`config.mk`:
```
export PLATFORM = sky130hd
export DESIGN_NAME = byte_stream_tokenizer
export DESIGN_NICKNAME = d
export VERILOG_FILES = /design/src/rtl/core/bst_pkg.sv /design/src/rtl/core/byte_stream_tokenizer.sv /design/src/rtl/core/bst_lexer.sv /design/src/rtl/core/bst_queue.sv /design/src/rtl/core/bst_emitter.sv
export SDC_FILE = /design/constraint.sdc
export NUM_CORES = 1
export LEC_CHECK = 0
export ABC_AREA = 0
export ABC_CLOCK_PERIOD_IN_PS = 19460
export BUFFER_PORTS_ARGS = -buffer_cell sky130_fd_sc_hd__buf_2
export CAP_MARGIN = 30
export CELL_PAD_IN_SITES_DETAIL_PLACEMENT = 1
export CELL_PAD_IN_SITES_GLOBAL_PLACEMENT = 2
export CORE_UTILIZATION = 40
export CTS_BUF_LIST = sky130_fd_sc_hd__clkbuf_8
export DETAILED_ROUTE_END_ITERATION = 10
export PLACE_DENSITY_LB_ADDON = 0.08
export SLEW_MARGIN = 20
export SYNTH_ARGS = -nofsm -noshare
export SYNTH_HDL_FRONTEND = slang
export SYNTH_SLANG_ARGS = --single-unit
```
`constraint.sdc`:
```
create_clock -name clk_i -period 19.46 [get_ports clk_i]
set_input_delay 2.919 -clock clk_i [delete_from_list [all_inputs] [get_ports clk_i]]
set_output_delay 2.919 -clock clk_i [all_outputs]
set_load 0.02 [all_outputs]
```
`src/rtl/core/bst_pkg.sv`:
```
package bst_pkg;

  // Default longest token or string, counting the slot that forces the cut.
  localparam int unsigned MAX_LEN_DEF = 256;

  // Results one input item can cause, and entries in the front-to-back queue.
  localparam int unsigned MAX_RES = 3;
  localparam int unsigned QUEUE_DEPTH = 4;

  // Input commands.
  typedef enum logic [1:0] {
    CMD_DATA    = 2'd0,
    CMD_END     = 2'd1,
    CMD_RESTART = 2'd2,
    CMD_NOP     = 2'd3
  } cmd_e;

  // Result kinds.
  typedef enum logic [2:0] {
    K_TCHAR = 3'd0,
    K_SCHAR = 3'd1,
    K_TEND  = 3'd2,
    K_SEND  = 3'd3,
    K_IEND  = 3'd4
  } kind_e;

  // Configuration register indexes.
  typedef enum logic [0:0] {
    REG_COMMENT_CHAR  = 1'b0,
    REG_DOS_LINE_ENDS = 1'b1
  } reg_e;

  // Character codes the lexer tests for.
  localparam logic [7:0] CH_LF     = 8'h0A;
  localparam logic [7:0] CH_CR     = 8'h0D;
  localparam logic [7:0] CH_BSLASH = 8'h5C;
  localparam logic [7:0] CH_ZERO   = 8'h30;
  localparam logic [7:0] CH_SEVEN  = 8'h37;
  localparam logic [7:0] CH_NINE   = 8'h39;
  localparam logic [7:0] CH_UP_A   = 8'h41;
  localparam logic [7:0] CH_UP_F   = 8'h46;
  localparam logic [7:0] CH_UP_X   = 8'h58;
  localparam logic [7:0] CH_LOW_A  = 8'h61;
  localparam logic [7:0] CH_LOW_Z  = 8'h7A;

  // One result as it leaves the block (the line number is shared per item).
  typedef struct packed {
    kind_e      kind;
    logic [7:0] char_value;
    logic       truncated;
  } res_t;

  // All results of one input item, as one queue entry.
  typedef struct packed {
    logic [1:0]               count;
    res_t [MAX_RES-1:0]       res;
    logic [15:0]              line_number;
  } entry_t;

endpackage

```
`src/rtl/core/byte_stream_tokenizer.sv`:
```
// A result is registered in the queue on the transfer of the item that causes it.
// Throughput: one input item per cycle while the queue is not full; the results of an
// item leave one per output transfer, and the four-entry queue between lexer and output
// lets the input run ahead. Reset: lexer between tokens at line one, input not ended,
// both registers zero and the queue empty; there is no clearing pass.
module byte_stream_tokenizer #(
  parameter int unsigned MAX_LEN = bst_pkg::MAX_LEN_DEF
) (
  input  logic        clk_i,
  input  logic        rst_ni,
  input  logic        cfg_we_i,
  input  logic        cfg_addr_i,
  input  logic [7:0]  cfg_wdata_i,
  input  logic        s_axis_tvalid,
  output logic        s_axis_tready,
  input  logic [7:0]  s_axis_tdata,   // [7:0] data_byte
  input  logic [1:0]  s_axis_tuser,   // [1:0] command
  output logic        m_axis_tvalid,
  input  logic        m_axis_tready,
  output logic [31:0] m_axis_tdata,   // [7:0] char_value, [8] truncated, [24:9] line_number
  output logic [2:0]  m_axis_tuser,   // [2:0] kind
  output logic        m_axis_tlast
);
  import bst_pkg::*;

  logic   push, pop, full, empty;
  entry_t push_entry, head;

  bst_lexer #(
    .MAX_LEN(MAX_LEN)
  ) u_lexer (
    .clk_i       (clk_i),
    .rst_ni      (rst_ni),
    .cfg_we_i    (cfg_we_i),
    .cfg_addr_i  (cfg_addr_i),
    .cfg_wdata_i (cfg_wdata_i),
    .in_valid_i  (s_axis_tvalid),
    .in_ready_o  (s_axis_tready),
    .in_cmd_i    (s_axis_tuser),
    .in_byte_i   (s_axis_tdata),
    .full_i      (full),
    .push_o      (push),
    .push_entry_o(push_entry)
  );

  bst_queue u_queue (
    .clk_i       (clk_i),
    .rst_ni      (rst_ni),
    .push_i      (push),
    .push_entry_i(push_entry),
    .full_o      (full),
    .pop_i       (pop),
    .empty_o     (empty),
    .head_o      (head)
  );

  bst_emitter u_emitter (
    .clk_i        (clk_i),
    .rst_ni       (rst_ni),
    .empty_i      (empty),
    .head_i       (head),
    .pop_o        (pop),
    .m_axis_tvalid(m_axis_tvalid),
    .m_axis_tready(m_axis_tready),
    .m_axis_tdata (m_axis_tdata),
    .m_axis_tuser (m_axis_tuser),
    .m_axis_tlast (m_axis_tlast)
  );

endmodule

```
`src/rtl/core/bst_lexer.sv`:
```
module bst_lexer #(
  parameter int unsigned MAX_LEN = bst_pkg::MAX_LEN_DEF
) (
  input  logic            clk_i,
  input  logic            rst_ni,
  input  logic            cfg_we_i,
  input  logic            cfg_addr_i,
  input  logic [7:0]      cfg_wdata_i,
  input  logic            in_valid_i,
  output logic            in_ready_o,
  input  logic [1:0]      in_cmd_i,
  input  logic [7:0]      in_byte_i,
  input  logic            full_i,
  output logic            push_o,
  output bst_pkg::entry_t push_entry_o
);
  import bst_pkg::*;

  localparam int unsigned LenW = $clog2(MAX_LEN);
  localparam logic [LenW-1:0] LenLimit = LenW'(MAX_LEN - 1);

  typedef enum logic [7:0] {
    M_IDLE    = 8'b0000_0001,
    M_COMMENT = 8'b0000_0010,
    M_TOKEN   = 8'b0000_0100,
    M_STRING  = 8'b0000_1000,
    M_ESC     = 8'b0001_0000,
    M_HEX     = 8'b0010_0000,
    M_OCT     = 8'b0100_0000,
    M_SKIP    = 8'b1000_0000
  } mode_e;

  typedef enum logic [2:0] {
    C_FLUSH = 3'd0,
    C_WHITE = 3'd1,
    C_QUOTE = 3'd2,
    C_BREAK = 3'd3,
    C_TOKEN = 3'd4
  } cls_e;

  typedef struct packed {
    mode_e           mode;
    logic [7:0]      quote;
    logic [LenW-1:0] len;
    logic [7:0]      esc_val;
    logic [1:0]      esc_dig;
  } lex_st_t;

  // Outcome of lexing one byte once in one mode.
  typedef struct packed {
    lex_st_t    st;
    logic       again;
    logic [1:0] n;
    res_t [1:0] r;
  } pass_t;

  // Byte class by the fixed table on the low seven bits.
  function automatic cls_e byte_class(logic [7:0] c);
    logic [6:0] v;
    v = c[6:0];
    if (v == 7'h7F || v < 7'd8 || (v >= 7'd14 && v < 7'd32)) return C_FLUSH;
    if (v < 7'd14 || v == 7'd32) return C_WHITE;
    if (v == 7'd34 || v == 7'd39) return C_QUOTE;
    if (v == 7'd44) return C_BREAK;
    return C_TOKEN;
  endfunction

  function automatic logic [7:0] upcase(logic [7:0] c);
    return (c >= CH_LOW_A && c <= CH_LOW_Z) ? c - 8'd32 : c;
  endfunction

  // Letter escapes map to control codes; anything else stands for itself.
  function automatic logic [7:0] esc_map(logic [7:0] u);
    logic [7:0] m;
    case (u)
      8'h41:        m = 8'd7;
      8'h42:        m = 8'd8;
      8'h46:        m = 8'd12;
      8'h4C, 8'h4E: m = 8'd10;
      8'h52:        m = 8'd13;
      8'h54:        m = 8'd9;
      8'h56:        m = 8'd11;
      default:      m = u;
    endcase
    return m;
  endfunction

  function automatic pass_t put_res(pass_t p, kind_e k, logic [7:0] ch, logic t);
    pass_t q;
    q = p;
    q.r[q.n[0]] = '{kind: k, char_value: ch, truncated: t};
    q.n = q.n + 2'd1;
    return q;
  endfunction

  // Add one string character, or cut the string when it is full.
  function automatic pass_t str_put(pass_t p, logic [7:0] ch);
    pass_t q;
    q = p;
    if (q.st.len >= LenLimit) begin
      q = put_res(q, K_SEND, 8'h00, 1'b1);
      q.st.mode = M_IDLE;
      q.st.len = '0;
    end else begin
      q = put_res(q, K_SCHAR, ch, 1'b0);
      q.st.len = q.st.len + LenW'(1);
      q.st.mode = M_STRING;
    end
    return q;
  endfunction

  // Lex one byte in the current mode.
  function automatic pass_t lex_pass(lex_st_t s, logic [7:0] c, logic [7:0] cmt, logic dos);
    pass_t      p;
    cls_e       k;
    logic [7:0] u;
    logic [3:0] d;
    logic [1:0] dig;
    p = '0;
    p.st = s;
    k = byte_class(c);
    u = upcase(c);
    d = (u <= CH_NINE) ? u[3:0] : u[3:0] + 4'd9;
    dig = s.esc_dig + 2'd1;
    case (s.mode)
      M_IDLE: begin
        if (cmt != 8'h00 && c == cmt) begin
          p.st.mode = M_COMMENT;
        end else if (k == C_QUOTE) begin
          p.st.mode = M_STRING;
          p.st.quote = c;
          p.st.len = '0;
        end else if (k == C_BREAK) begin
          p = put_res(p, K_TCHAR, c, 1'b0);
          p = put_res(p, K_TEND, 8'h00, 1'b0);
        end else if (k == C_TOKEN) begin
          p = put_res(p, K_TCHAR, c, 1'b0);
          p.st.mode = M_TOKEN;
          p.st.len = LenW'(1);
        end
      end
      M_COMMENT: begin
        if (c == CH_LF) p.st.mode = M_IDLE;
      end
      M_TOKEN: begin
        if (k == C_TOKEN) begin
          // A full token is cut and the byte opens the next one.
          if (p.st.len >= LenLimit) begin
            p = put_res(p, K_TEND, 8'h00, 1'b1);
            p.st.len = '0;
          end
          p = put_res(p, K_TCHAR, c, 1'b0);
          p.st.len = p.st.len + LenW'(1);
        end else if (k != C_FLUSH) begin
          p = put_res(p, K_TEND, 8'h00, 1'b0);
          p.st.mode = M_IDLE;
          p.st.len = '0;
          p.again = 1'b1;
        end
      end
      M_STRING: begin
        if (c == CH_BSLASH) begin
          p.st.mode = M_ESC;
        end else if (c == s.quote) begin
          p = put_res(p, K_SEND, 8'h00, 1'b0);
          p.st.mode = M_IDLE;
          p.st.len = '0;
        end else if (c != CH_CR && c != CH_LF) begin
          p = str_put(p, c);
        end
      end
      M_ESC: begin
        if (u == CH_CR) begin
          p.st.mode = dos ? M_SKIP : M_STRING;
        end else if (u == CH_LF) begin
          p.st.mode = M_STRING;
        end else if (u == CH_UP_X) begin
          p.st.mode = M_HEX;
          p.st.esc_val = '0;
          p.st.esc_dig = '0;
        end else if (u inside {[CH_ZERO:CH_NINE]}) begin
          p.st.mode = M_OCT;
          p.st.esc_val = '0;
          p.st.esc_dig = '0;
          p.again = 1'b1;
        end else begin
          p = str_put(p, esc_map(u));
        end
      end
      M_HEX: begin
        if (u inside {[CH_ZERO:CH_NINE], [CH_UP_A:CH_UP_F]}) begin
          p.st.esc_val = {s.esc_val[3:0], d};
          p.st.esc_dig = dig;
          if (dig == 2'd2) begin
            p.st.esc_dig = '0;
            p = str_put(p, p.st.esc_val);
          end
        end else begin
          // A short escape emits what it has and the byte is lexed again.
          p.st.esc_dig = '0;
          p = str_put(p, s.esc_val);
          p.again = 1'b1;
        end
      end
      M_OCT: begin
        if (c inside {[CH_ZERO:CH_SEVEN]}) begin
          p.st.esc_val = {s.esc_val[4:0], c[2:0]};
          p.st.esc_dig = dig;
          if (dig == 2'd3) begin
            p.st.esc_dig = '0;
            p = str_put(p, p.st.esc_val);
          end
        end else begin
          p.st.esc_dig = '0;
          p = str_put(p, s.esc_val);
          p.again = 1'b1;
        end
      end
      default: begin
        // The byte after a spliced CR is dropped.
        p.st.mode = M_STRING;
      end
    endcase
    return p;
  endfunction

  lex_st_t     st_q, st_d;
  logic [15:0] line_q, line_d;
  logic        ended_q, ended_d;
  logic [7:0]  comment_q;
  logic        dos_q;

  lex_st_t     cur;
  pass_t       p;
  logic        again;
  logic [1:0]  cnt;
  entry_t      ent;
  logic        accept;

  localparam lex_st_t StReset = '{mode: M_IDLE, quote: '0, len: '0, esc_val: '0, esc_dig: '0};

  assign in_ready_o = !full_i;
  assign accept     = in_valid_i && in_ready_o;

  // Next lexer state and the results of the current item.
  always_comb begin
    st_d    = st_q;
    line_d  = line_q;
    ended_d = ended_q;
    ent     = '0;
    cnt     = '0;
    cur     = st_q;
    again   = 1'b0;
    p       = '0;
    case (cmd_e'(in_cmd_i))
      CMD_DATA: begin
        if (!ended_q) begin
          if (in_byte_i == CH_LF && line_q != 16'hFFFF) line_d = line_q + 16'd1;
          // At most three passes: a byte can be handed on twice.
          again = 1'b1;
          for (int i = 0; i < 3; i++) begin
            if (again) begin
              p = lex_pass(cur, in_byte_i, comment_q, dos_q);
              cur = p.st;
              again = p.again;
              for (int j = 0; j < 2; j++) begin
                if (2'(j) < p.n && cnt != 2'd3) begin
                  ent.res[cnt] = p.r[j];
                  cnt = cnt + 2'd1;
                end
              end
            end
          end
          st_d = cur;
        end
      end
      CMD_END: begin
        if (!ended_q) begin
          p.st = st_q;
          case (st_q.mode)
            M_TOKEN:          p = put_res(p, K_TEND, 8'h00, 1'b0);
            M_STRING, M_SKIP: p = put_res(p, K_SEND, 8'h00, 1'b0);
            M_ESC: begin
              p = str_put(p, CH_BSLASH);
              if (p.st.mode == M_STRING) p = put_res(p, K_SEND, 8'h00, 1'b0);
            end
            M_HEX, M_OCT: begin
              p = str_put(p, st_q.esc_val);
              if (p.st.mode == M_STRING) p = put_res(p, K_SEND, 8'h00, 1'b0);
            end
            default: begin
            end
          endcase
          for (int j = 0; j < 2; j++) begin
            if (2'(j) < p.n) begin
              ent.res[cnt] = p.r[j];
              cnt = cnt + 2'd1;
            end
          end
        end
        ent.res[cnt] = '{kind: K_IEND, char_value: 8'h00, truncated: 1'b0};
        cnt = cnt + 2'd1;
        st_d = StReset;
        ended_d = 1'b1;
      end
      CMD_RESTART: begin
        st_d = StReset;
        line_d = 16'd1;
        ended_d = 1'b0;
      end
      default: begin
      end
    endcase
    ent.count = cnt;
    ent.line_number = line_d;
  end

  assign push_o       = accept && (cnt != 2'd0);
  assign push_entry_o = ent;

  // Lexer state advances on every accepted transfer.
  always_ff @(posedge clk_i or negedge rst_ni) begin
    if (!rst_ni) begin
      st_q    <= StReset;
      line_q  <= 16'd1;
      ended_q <= 1'b0;
    end else if (accept) begin
      st_q    <= st_d;
      line_q  <= line_d;
      ended_q <= ended_d;
    end
  end

  // Configuration registers.
  always_ff @(posedge clk_i or negedge rst_ni) begin
    if (!rst_ni) begin
      comment_q <= 8'h00;
      dos_q     <= 1'b0;
    end else if (cfg_we_i) begin
      if (cfg_addr_i == REG_COMMENT_CHAR) comment_q <= cfg_wdata_i;
      if (cfg_addr_i == REG_DOS_LINE_ENDS) dos_q <= cfg_wdata_i[0];
    end
  end

endmodule

```
`src/rtl/core/bst_queue.sv`:
```
module bst_queue (
  input  logic            clk_i,
  input  logic            rst_ni,
  input  logic            push_i,
  input  bst_pkg::entry_t push_entry_i,
  output logic            full_o,
  input  logic            pop_i,
  output logic            empty_o,
  output bst_pkg::entry_t head_o
);
  import bst_pkg::*;

  localparam int unsigned PtrW = $clog2(QUEUE_DEPTH);

  entry_t          mem_q [QUEUE_DEPTH];
  logic [PtrW-1:0] wr_ptr_q, rd_ptr_q;
  logic [PtrW:0]   count_q;

  assign full_o  = (count_q == (PtrW+1)'(QUEUE_DEPTH));
  assign empty_o = (count_q == '0);
  assign head_o  = mem_q[rd_ptr_q];

  // Entry storage.
  always_ff @(posedge clk_i) begin
    if (push_i) mem_q[wr_ptr_q] <= push_entry_i;
  end

  // Pointers and fill level.
  always_ff @(posedge clk_i or negedge rst_ni) begin
    if (!rst_ni) begin
      wr_ptr_q <= '0;
      rd_ptr_q <= '0;
      count_q  <= '0;
    end else begin
      if (push_i) wr_ptr_q <= wr_ptr_q + PtrW'(1);
      if (pop_i) rd_ptr_q <= rd_ptr_q + PtrW'(1);
      if (push_i && !pop_i) count_q <= count_q + (PtrW+1)'(1);
      else if (pop_i && !push_i) count_q <= count_q - (PtrW+1)'(1);
    end
  end

endmodule

```
`src/rtl/core/bst_emitter.sv`:
```
module bst_emitter (
  input  logic            clk_i,
  input  logic            rst_ni,
  input  logic            empty_i,
  input  bst_pkg::entry_t head_i,
  output logic            pop_o,
  output logic            m_axis_tvalid,
  input  logic            m_axis_tready,
  output logic [31:0]     m_axis_tdata,
  output logic [2:0]      m_axis_tuser,
  output logic            m_axis_tlast
);
  import bst_pkg::*;

  logic [1:0] sub_q;
  res_t       sel;
  logic       at_end;
  logic       xfer;

  // Walk the results of the head entry one transfer at a time.
  assign sel    = head_i.res[sub_q];
  assign at_end = (sub_q == head_i.count - 2'd1);
  assign xfer   = m_axis_tvalid && m_axis_tready;
  assign pop_o  = xfer && at_end;

  assign m_axis_tvalid = !empty_i;
  assign m_axis_tuser  = sel.kind;
  assign m_axis_tlast  = at_end;
  assign m_axis_tdata  = {7'd0, head_i.line_number, sel.truncated, sel.char_value};

  always_ff @(posedge clk_i or negedge rst_ni) begin
    if (!rst_ni) begin
      sub_q <= '0;
    end else if (xfer) begin
      sub_q <= at_end ? 2'd0 : sub_q + 2'd1;
    end
  end

endmodule

```
# == Word level (Yosys, flattened, before mapping) ==
# Memories as Yosys holds them, arrays and structs flattened.
# Index checks and enable logic that the tools add are counted.
# word_totals
input_bits,24
ff_bits,69
mem_count,1
latchBits,0
ramBits,216
elab_cells,575
rom_bits,0
# mem_list
name,words,word_bits,read_ports,rd_clocked_by_memory_dff,write_ports,line_no,source
u_queue.mem_q,4,54,1,0,1,bst_queue.sv:15,entry_t mem_q [QUEUE_DEPTH];
# op_classes
shift,0
div_mod_pow,0
mux,341
magnitude_cmp,48
bitwise,10
eq_ne,74
add_sub_neg,30
n_mul,0
reduce_logical,58
# op_table
op,count
$mux W61,50
$mux W53,20
$mux W57,17
$pmux W53 S6,3
$mux W36,21
$mux W34,7
$mux W12,19
$pmux W8 S7,4
$bwmux W36,6
$mux W8,23
$mux W26,7
$demux W12 S2,7
$mux W45,3
$mux W16,8
$mux W37,3
$eq A8 B7 Y1 const B,13
$pmux W26 S4,1
$mux W27,3
$mux W3,26
$bwmux W24,3
$mux W24,3
$pmux W36 S2,1
$pmux W34 S2,1
$eq A8 B4 Y1 const B,8
66 further kinds,304

# == Longest topological paths before layout ==
# Gate-level depths: netlist of run 1.
# logic_depth
ltp_word,143
depth_mapped,28
ltp_nobuf,25

# == Hierarchy ==
# A second synthesis of run 1 with hierarchy kept.
# unflattened
cells_unflattened,1684
area_unflattened_um2,17679.5
# modules_own_cells
mod,seq_area_each_um2,n_inst,area_per_inst_um2,cells_per_inst
bst_lexer,1503.9,1,8913.5,1286
bst_queue,6661.4,1,8186.6,316
bst_emitter,50.0,1,579.3,82

# == Worst setup path after synthesis of run 1 ==
# Ideal clock, no wire load.
# synth_path
kind,input port to flip-flop
start,input s_axis_tdata[1]
end,"memory u_queue.mem_q[0][0] in the netlist's numbering, enable pin"
setup_ns,0.417
required_ns,19.043
arrival_ns,9.146
stages,22
n_path_buf,2
path_slack_ns,9.897
path_cell_list,clkbuf_1 -> buf_1 -> inv_1 -> ha_1 -> nor4b_4 -> o31a_1 -> o32ai_1 -> nor2_1 -> nor2_2 -> a2111oi_4 -> nor2_1 -> a211oi_1 -> xnor2_1 -> inv_1 -> ha_1 -> a31oi_1 -> ha_1 -> a31oi_4 -> and3_1 -> o21ai_2 -> a21oi_2 -> and2_1
# synth_between
elab_chain_len,68
elab_cells_between_ends,316
# synth_rtl
item,line_no,source
from (decl),byte_stream_tokenizer.sv:16,"input logic [7:0] s_axis_tdata,"
"parallel branches: the longest is 61 deep, another holds $lt A7 B4 Y1",n/a,
$mux W2 *,bst_lexer.sv:262,if (again) begin
$mux W2 *,bst_lexer.sv:257,if (!ended_q) begin
$pmux W2 S2 *,bst_lexer.sv:255,case (cmd_e'(in_cmd_i))
$reduce_bool A2 Y1 *,bst_lexer.sv:318,assign push_o = accept && (cnt != 2'd0);
$logic_and A1 B1 Y1 *,bst_lexer.sv:318,
named net push,byte_stream_tokenizer.sv:26,"logic push, pop, full, empty;"
$mux W1 *,bst_queue.sv:25,if (push_i) mem_q[wr_ptr_q] <= push_entry_i;
$mux W1 (implied by the code) *,bst_queue.sv:25,
to (decl),bst_queue.sv:15,
# Mark *: on every way through the listed nets, which the timed path passes. The select of a mux whose other input is x is not followed.

# == Worst setup path after layout of run 1 ==
# layout_path
start,input s_axis_tdata[1]
end,"memory u_queue.mem_q[3][16] in the netlist's numbering, enable pin"
# The elaborated chain is that of the path after synthesis.

==> flow_metrics.tcl, run 1 <==
set metrics [dict create \
    status "complete, no violations" \
    clkSinkCount 285 \
    grt_max_degree 56 \
    fin_setup_tns_ns 0 \
    cp_max_fo 38 \
    clkLatencyLatePin_ns 0.63 \
    grt_antenna_before_repair 0 \
    drc_errors 0 \
    core_um2 43300 \
    cts.clk_slew.worst_paths_ns 0.06 \
    synth_edf_count 216 \
    hold_path_class "flip-flop to flip-flop" \
    seq_power_share 0.346 \
    end_kind "flip-flop" \
    synth_top_area_frac 0.368 \
    crit_type "primary input to flip-flop" \
    wl_per_cell_um 26.7 \
    n_antenna_cell 0 \
    peakVddDrop_mv 0.130 \
    track_usage 0.283 \
    grt_pass1_vias 14800 \
    vias 14400 \
    p_leak_nw 7.08 \
    switching_power_mw 0.867 \
    design.die.area_um2 44900 \
    yosysWarnings 0 \
    finalCritPeriodShare 0.518 \
    ys_seq_area_frac 0.466 \
    dpl.hpwl_mm 46.3 \
    r2r_setup_slack_ns 11.91 \
    crit_arrival_ns 10.32 \
    setup_viol 0 \
    grt_pass1_wl_mm 95.0 \
    cts_resized 0 \
    die_h_um 212 \
    ios 62 \
    drive_above_1_share 0.163 \
    clock.fmax_ghz 0.0992 \
    min_period_ns 10.08 \
    cp-start-kind "primary input" \
    pwr-share-clk 0.238 \
    io_buffers 54 \
    die_w_um 212 \
    synth_area_leaders "edfxtp_1 37%, dfrtp_1 9.5%, mux4_2 6.9%" \
    wirelength_mm 62.7 \
    avgSynthCellArea_um2 10.5 \
    drt_iter0_markers 1148 \
    finalNetCount 1778 \
    vias_per_cell 6.15 \
    synth-async-reset-ratio 0.242 \
    synth_area_leader_cell "edfxtp_1" \
    drtPass1Iterations 5 \
    final_area_um2 19400 \
    rr_worst_depth 18 \
    synth_area_um2 17600 \
    initial_core_util 0.407 \
    cts_buffer_depth 3 \
    fin_skew_ns 0.0379 \
    grt_remaining_overflow 0 \
    switching_share 0.401 \
    detail-route-antenna-nets 0 \
    num_rows 76 \
    pwr-share-comb 0.417 \
    max-slew-margin-rel 0.224 \
    synthFlopType "edfxtp_1" \
    ys_types 109 \
    slew_violations 0 \
    p_int_mw 1.30 \
    cp.required_ns 19.69 \
    hold_viol 0 \
    cts_hold_buf 0 \
    whs_path_depth 1 \
    dpl-instance-area_um2 18400 \
    netlist_instances 1671 \
    cts-root-buf "clkbuf_8" \
    cap_violations 0 \
    cts_tree "built" \
    ctsHtreeMaxLevel 2 \
    p_per_area_nw_per_um2 112 \
    post_cts_buffers 0 \
    area_delta_synth_final_pct 9.98 \
    cts_made_buffers 49 \
    worstMarginPinSlew_ns 1.16 \
    synth-seq-cells 285 \
    gp_congestion 0.957 \
    rsz0062_at_grt "false" \
]
==> metal layers <==
layer  share of wire  vias to the layer above  track usage
li1                -                     6503            -
met4           0.038                        0        0.114
met2            0.46                      438        0.453
met3           0.048                      123       0.0418
met1            0.45                     7376        0.385
met5               0                        -            0
==> registers in the layout (all words and copies together), names as in the netlist, 2 cells and up <==
signal / cells
u_queue.count_q: 3
u_emitter.sub_q: 2
u_lexer.comment_q: 8
u_lexer.st_q: 34
u_queue.mem_q: 216
u_queue.wr_ptr_q: 2
u_queue.rd_ptr_q: 2
u_lexer.line_q: 16
==> stage by stage <==
| step | instances | power (mW) | utilization | hold slack (ns) | setup WS (ns) |
|---|---|---|---|---|---|
| floorplan | 1689 | 1.36 | - | 0.455 | 9.90 |
| global placement | 2254 | 1.65 | 0.426 | 0.476 | 8.96 |
| detailed placement | 2255 | 1.66 | 0.426 | 0.505 | 8.83 |
| CTS | 2347 | 2.18 | 0.448 | 0.516 | 9.48 |
| global route | 2349 | 2.28 | 0.448 | 0.535 | 8.91 |
| finish | 2349 | 2.17 | 0.448 | 0.510 | 9.38 |
==> final cells by class <==
cell class                      count  area, um2
Sequential cell                   285       8220
Tap cell                          585        732
Multi-Input combinational cell   1251       8810
Inverter                           53        199
Fill cell                        4820      23900
Timing Repair Buffer               83        482
Clock inverter                     40        210
Clock buffer                       52        716
==> worst max-delay path, stage by stage <==
cell and delay, ns:
buf_2 0.36, inv_1 0.24, ha_1 0.33, nor4b_4 0.34, o31a_1 0.23, o32ai_1 0.18, nor2_1 0.48, nor2_2 0.30
a2111oi_4 0.74, nor2_1 0.22, a211oi_1 0.61, xnor2_1 0.21, inv_1 0.09, ha_1 0.28, a31oi_1 0.64, ha_1 0.33
a31oi_4 0.09, a21oi_1 0.20, nor2_1 0.09, a21oi_2 0.29, and2_2 0.53, buf_4 0.58
==> power groups by stage <==
stage | sequential (mW) | combinational [mW] | clock [mW]
4_1_cts | 0.749 | 0.900 | 0.530
6_report | 0.748 | 0.902 | 0.515
5_1_grt | 0.756 | 0.967 | 0.555
3_5_place_dp | 0.762 | 0.896 | 0
3_3_place_gp | 0.759 | 0.890 | 0
2_1_floorplan | 0.733 | 0.629 | 0
==> path summary, 6_finish.rpt <==
kind | endpoint | from
max reg2reg | u_queue.mem_q[3][16] | u_lexer.st_q[32]
max in group asynchronous | u_queue.rd_ptr_q[0] | rst_ni
min | u_queue.count_q[2] | u_queue.count_q[2]
min reg2reg | u_queue.count_q[2] | u_queue.count_q[2]
max | u_queue.mem_q[3][16] | s_axis_tdata[1]
min in group asynchronous | u_lexer.comment_q[2] | rst_ni
==> cells by family (layout without fill, tap and decap cells) <==
family,Yosys count,count (layout),share of synthesized area
XOR/XNOR,36,36,0.0179
flip-flops,285,285,0.466
AND/OR/NAND/NOR,604,604,0.176
multiplexers,89,89,0.0902
adder cells (fa/ha/maj),31,31,0.0224
buffers and inverters,153,228,0.0377
AO/OA/AOI/OAI,472,472,0.189
other,1,19,0.000213
==> cells in the final DEF (no fill, tap or decap), drive strengths merged, types with 18 or more instances in the layout <==
| cell | netlist | final |
|---|---|---|
| a21o | 18 | 18 |
| a21oi | 93 | 93 |
| a31oi | 31 | 31 |
| and2 | 32 | 32 |
| buf | 47 | 82 |
| clkbuf | 53 | 53 |
| conb | 1 | 19 |
| dfrtp | 67 | 67 |
| edfxtp | 216 | 216 |
| ha | 30 | 30 |
| inv | 53 | 79 |
| mux2 | 18 | 18 |
| mux4 | 54 | 54 |
| nand2 | 199 | 199 |
| nand2b | 19 | 19 |
| nand3 | 57 | 57 |
| nand4 | 30 | 30 |
| nor2 | 117 | 117 |
| nor2b | 22 | 22 |
| nor3 | 34 | 34 |
| o211ai | 22 | 22 |
| o21ai | 108 | 108 |
| o22ai | 26 | 26 |
| o31ai | 21 | 21 |
| xnor2 | 22 | 22 |
==> cells in the mapped netlist (all sizes together), types with 19 or more instances <==
cell and number:
mux4 54, nor3 34, inv 53, nor2 117, ha 30, o211ai 22, o31ai 21, nand2b 19
nor2b 22, clkbuf 53, dfrtp 67, xnor2 22, nand3 57, o21ai 108, o22ai 26, edfxtp 216
buf 47, nand4 30, and2 32, nand2 199, a21oi 93, a31oi 31
No activity file was read; power rests on OpenSTA's default activity.
==> run 2: changes to the inputs <==
Settings changed: ABC_CLOCK_PERIOD_IN_PS 19460 to 8100, CORE_UTILIZATION 40 to 39.
Clock period 19.46 ns to 8.1 ns, I/O delays scaled along.
==> run 2 against run 1 <==
Against the previous run: critical path depth decreased by 1; critical path type unchanged; non-clock buffer count increased by 34; design area grew 2.0%; critical endpoint is now u_lexer.st_q[11]; highest routed layer unchanged; sequential share of layout area shrank 0.84 points; clock power rose to 2.6 times the previous value.
==> flow_metrics.tcl, run 2 (same netlist as run 1, synthesis figures left out) <==
set metrics [dict create \
    status "complete, no violations" \
    gp_congestion 0.932 \
    grt_max_degree 56 \
    slew_violations 0 \
    switching_share 0.391 \
    cp.required_ns 8.60 \
    max-slew-margin-rel 0.337 \
    cts_hold_buf 0 \
    drive_above_1_share 0.183 \
    max_stage_delay_ns 0.60 \
    drtPass1Iterations 7 \
    r2r_setup_slack_ns 1.25 \
    worstMarginPinSlew_ns 0.970 \
    crit_type "primary input to flip-flop" \
    finalCritPeriodShare 0.900 \
    top_register "u_queue.mem_q" \
    cts_made_buffers 52 \
    dpl.hpwl_mm 47.4 \
    final_common_cell "edfxtp_1" \
    hold_viol 0 \
    reg_top3 "u_queue.mem_q: 216 flops, u_lexer.st_q: 34 flops, u_lexer.line_q: 16 flops" \
    design.die.area_um2 46000 \
    clkSinkCount 285 \
    min_period_ns 7.29 \
    cts.clk_slew.worst_paths_ns 0.07 \
    ios 62 \
    num-fill-cells 4948 \
    clock.fmax_ghz 0.137 \
    die_w_um 215 \
    grt_pass1_wl_mm 97.2 \
    cts_tree "built" \
    final_cell_mix "216 x edfxtp_1, 198 x nand2_1, 111 x nor2_1" \
    crit_chain "buf_2 -> inv_1 -> ha_1 -> nand4b_1 -> o32ai_1 -> nor2_1 -> o21ai_0 -> nand3_1 -> o32ai_2 -> inv_1 -> ha_1 -> o2111ai_1 -> o21ai_0 -> a31oi_1 -> ha_1 -> nand4_2 -> or3_4 -> and2_1 -> ha_1 -> a32o_1 -> a221o_1" \
    grt_remaining_overflow 0 \
    die_h_um 215 \
    slowest_stage "o32ai_1" \
    crit_start "s_axis_tdata[6]" \
    vias 14700 \
    track_usage 0.279 \
    fin_skew_ns 0.0532 \
    seq_area_um2 8220 \
    crit_path_end "u_lexer.st_q[11]" \
    area_delta_synth_final_pct 12.2 \
    num_rows 77 \
    grt_antenna_before_repair 0 \
    crit_arrival_ns 7.80 \
    r2r-start "u_lexer.st_q[28]" \
    pwr-share-clk 0.253 \
    hold_path_class "primary input to asynchronous set/reset pin" \
    cts_resized 0 \
    fin_setup_tns_ns 0 \
    seq_power_share 0.346 \
    switching_power_mw 2.08 \
    p_leak_nw 7.29 \
    setup_viol 0 \
    pwr-share-comb 0.400 \
    finalNetCount 1815 \
    cts-root-buf "clkbuf_8" \
    detail-route-antenna-nets 0 \
    fin_util 0.445 \
    cap_violations 0 \
    vias_per_cell 6.15 \
    largest_reg_flops 216 \
    p_per_area_nw_per_um2 269 \
    critPathTopFamily "compound AO/OA/AOI/OAI gates" \
    grt_pass1_vias 15000 \
    n_antenna_cell 0 \
    cpMostUsedCell "ha_1" \
    initial_core_util 0.397 \
    cp_max_fo 20 \
    wl_per_cell_um 26.8 \
    reg2reg_to "u_queue.count_q[2]" \
    peakVddDrop_mv 0.362 \
    rr_worst_depth 22 \
    end_kind "flip-flop" \
    clkLatencyLatePin_ns 0.65 \
    cts_buffer_depth 3 \
    drt_iter0_markers 1009 \
    core_um2 44400 \
    path_buf_inv 3 \
    rsz0062_at_grt "false" \
    io_buffers 54 \
    post_cts_buffers 0 \
    p_int_mw 3.24 \
    wirelength_mm 64.0 \
    multi_input_area_um2 8810 \
    ctsHtreeMaxLevel 2 \
    drc_errors 0 \
    cp.depth 21 \
    cp-start-kind "primary input" \
]
## run 2: cell types whose count changed in the layout (fill, tap and decap cells not counted), moves of 2 or more
cell | previous run | this run
clkbuf_8 | 52 | 55
buf_12 | 0 | 4
bufinv_16 | 1 | 3
buf_4 | 27 | 59
inv_1 | 76 | 70
## run 2: worst min-delay path by stage
stage	endpoint	from	cells after the start	slack [ns]
2_1_floorplan	u_queue.count_q[2]	u_queue.count_q[2]	1	0.45
3_3_place_gp	u_queue.count_q[2]	u_queue.count_q[2]	1	0.48
3_5_place_dp	u_queue.count_q[2]	u_queue.count_q[2]	1	0.48
4_1_cts	u_lexer.st_q[4]	rst_ni	1	0.41
5_1_grt	u_lexer.st_q[4]	rst_ni	1	0.45
6_report	u_lexer.st_q[8]	rst_ni	1	0.45
## run 2: cell type report
class	instances	area share
clock buffer	55	0.0383
clock inverter	36	0.0122
inverter	53	0.0101
multi-input combinational	1251	0.446
sequential	285	0.416
tap	592	0.0375
timing repair buffer	117	0.0401
## run 2: metal layers
| metal | share of wire | global-route usage |
|---|---|---|
| met1 | 0.44 | 0.372 |
| met2 | 0.48 | 0.458 |
| met3 | 0.046 | 0.0379 |
| met4 | 0.038 | 0.110 |
| met5 | 0 | 0 |
## run 2: power by group through the flow
stage          Sequential (mW)  Combinational [mW]  Clock [mW]
5_1_grt                   1.86                2.28        1.44
6_report                  1.84                2.13        1.35
4_1_cts                   1.85                2.13        1.39
2_1_floorplan             1.76                1.51           0
3_5_place_dp              1.87                2.12           0
3_3_place_gp              1.87                2.10           0
## run 2: metrics by stage
stage,worst slack (ns),hold WS (ns),power [mW],cell area (um2),std cells
final,0.806,0.454,5.32,19800,2389
after global routing,0.459,0.448,5.58,19800,2389
after CTS,1.06,0.413,5.36,19800,2388
after detailed placement,0.395,0.482,3.99,18800,2297
after global placement,0.563,0.484,3.97,18800,2297
after floorplan,0.241,0.455,3.27,17700,1689
==> run 3: changes to the inputs <==
Settings changed: CTS_BUF_LIST sky130_fd_sc_hd__clkbuf_8 to sky130_fd_sc_hd__clkbuf_2 sky130_fd_sc_hd__clkbuf_4 sky130_fd_sc_hd__clkbuf_8, GPL_TIMING_DRIVEN set to 0, REMOVE_ABC_BUFFERS set to 1.
==> run 3 against run 2 <==
Against the previous run: count of clock-buffer cells in the layout up 8; first-iteration DRC count up 2.8%; worst setup slack worse by 0.68 ns; critical path type unchanged; highest routed layer unchanged.
==> flow_metrics.tcl, run 3 (same netlist as run 1, synthesis figures left out) <==
set metrics [dict create \
    status "complete, no violations" \
    dpl.hpwl_mm 44.8 \
    die_w_um 215 \
    drc_errors 0 \
    clock.fmax_ghz 0.125 \
    seq_area_um2 8220 \
    final_common_cell "edfxtp_1" \
    n_antenna_cell 0 \
    rsz0062_at_grt "false" \
    pwr-share-clk 0.256 \
    reg_top3 "u_queue.mem_q: 216 flops, u_lexer.st_q: 34 flops, u_lexer.line_q: 16 flops" \
    grt_pass1_wl_mm 92.8 \
    slew_violations 0 \
    grt_max_degree 45 \
    vias_per_cell 6.12 \
    cp-start-kind "primary input" \
    cts-root-buf "clkbuf_8" \
    peakVddDrop_mv 0.282 \
    pwr-share-comb 0.395 \
    hold_viol 0 \
    final_cell_mix "216 x edfxtp_1, 198 x nand2_1, 110 x nor2_1" \
    cts_hold_buf 0 \
    dp_cells 2250 \
    ctsHtreeMaxLevel 2 \
    finalNetCount 1772 \
    p_per_area_nw_per_um2 270 \
    final.setup.worst_slack_ns 0.131 \
    drive_above_1_share 0.181 \
    design.die.area_um2 46000 \
    gp_congestion 0.922 \
    p_leak_nw 7.13 \
    track_usage 0.265 \
    grt_antenna_before_repair 0 \
    holdWs_ns 0.489 \
    cts_buffer_depth 3 \
    cp.required_ns 8.38 \
    seq_power_share 0.349 \
    fin_cells 2348 \
    drtPass1Iterations 5 \
    crit_type "primary input to flip-flop" \
    end_kind "flip-flop" \
    hold_path_class "primary input to asynchronous set/reset pin" \
    initial_core_util 0.397 \
    min_period_ns 7.97 \
    cts_made_buffers 50 \
    finalCritPeriodShare 0.984 \
    wl_per_cell_um 25.9 \
    switching_share 0.387 \
    cp_max_fo 20 \
    dp_slack_ns -1.28 \
    core_um2 44400 \
    power_mw 5.34 \
    ios 62 \
    clkLatencyLatePin_ns 0.63 \
    fin_skew_ns 0.0207 \
    die_h_um 215 \
    io_buffers 54 \
    vias 14400 \
    largest_reg_flops 216 \
    num_rows 77 \
    top_register "u_queue.mem_q" \
    worstMarginPinSlew_ns 0.968 \
    wirelength_mm 60.7 \
    grt_remaining_overflow 0 \
    crit_arrival_ns 8.25 \
    multi_input_area_um2 8920 \
    setup_viol 0 \
    cts_tree "built" \
    drt_iter0_markers 1037 \
    cap_violations 0 \
    cts.clk_slew.worst_paths_ns 0.06 \
    num-fill-cells 4896 \
    detail-route-antenna-nets 0 \
    grt_pass1_vias 14700 \
    max-slew-margin-rel 0.338 \
    switching_power_mw 2.07 \
    p_int_mw 3.27 \
    clkSinkCount 285 \
    area_delta_synth_final_pct 12.1 \
]
[run 3: worst max-delay path, cell delays in order]
cell and delay (ns):
clkbuf_4 0.25, inv_1 0.33, ha_1 0.42, mux2_2 0.23, a22oi_1 0.15, o211ai_1 0.87
o31ai_2 0.40, inv_1 0.16, nand3_1 0.22, a22oi_1 0.44, inv_1 0.16, ha_1 0.30
o2111ai_2 0.28, o21ai_0 0.34, a31oi_2 0.44, ha_2 0.38, nand4_2 0.18, o32ai_2 0.49
nand2_1 0.32, a21oi_4 0.33, o221ai_1 0.30
[run 3: worst paths after layout]
kind | cells after the start | startpoint | slack, ns | endpoint
max | 21 | s_axis_tdata[1] | 0.13 | u_queue.mem_q[2][22]
min | 1 | rst_ni | 0.49 | u_emitter.sub_q[0]
max reg2reg | 18 | u_lexer.st_q[28] | 0.54 | u_queue.mem_q[2][22]
min reg2reg | 1 | u_queue.count_q[2] | 0.49 | u_queue.count_q[2]
max in group asynchronous | 2 | rst_ni | 7.00 | u_lexer.st_q[26]
min in group clk_i | 1 | u_queue.count_q[2] | 0.49 | u_queue.count_q[2]
[run 3: final cells by class]
cell class | instances | share of cell area
inverters | 53 | 0.0101
clock buffers | 63 | 0.0398
clock inverters | 28 | 0.0115
well taps | 592 | 0.0375
repair buffers | 76 | 0.0325
multi-input cells | 1251 | 0.452
flip-flops and latches | 285 | 0.417
[run 3: power groups by stage]
stage,logic [mW],clock network [mW],registers [mW]
detailed placement,2.07,0,1.89
CTS,2.09,1.41,1.87
global route,2.27,1.46,1.88
floorplan,1.36,0,1.89
global placement,1.93,0,1.99
finish,2.11,1.37,1.86
[run 3: metrics by stage]
| stage | util | area [um2] | TNS [ns] |
|---|---|---|---|
| floorplan | - | 17200 | 0 |
| global placement | 0.410 | 18200 | -630.84 |
| detailed placement | 0.419 | 18600 | -169.39 |
| CTS | 0.442 | 19600 | 0 |
| global route | 0.444 | 19700 | 0 |
| finish | 0.444 | 19700 | 0 |
[run 3: repair_timing]
action                                  CTS  global route
buffers inserted                          1             5
endpoints found under the setup margin   80           233
gates cloned                              0             0
pin swaps                                 1             2
gates resized for setup                   3            11
[run 3: metal layers]
layer / GRT usage / share of wire / wire (um)
met2: 0.439 / 0.48 / 29200
met5: 0 / 0 / 0
met1: 0.354 / 0.44 / 26900
met4: 0.112 / 0.035 / 2140
met3: 0.0272 / 0.041 / 2510
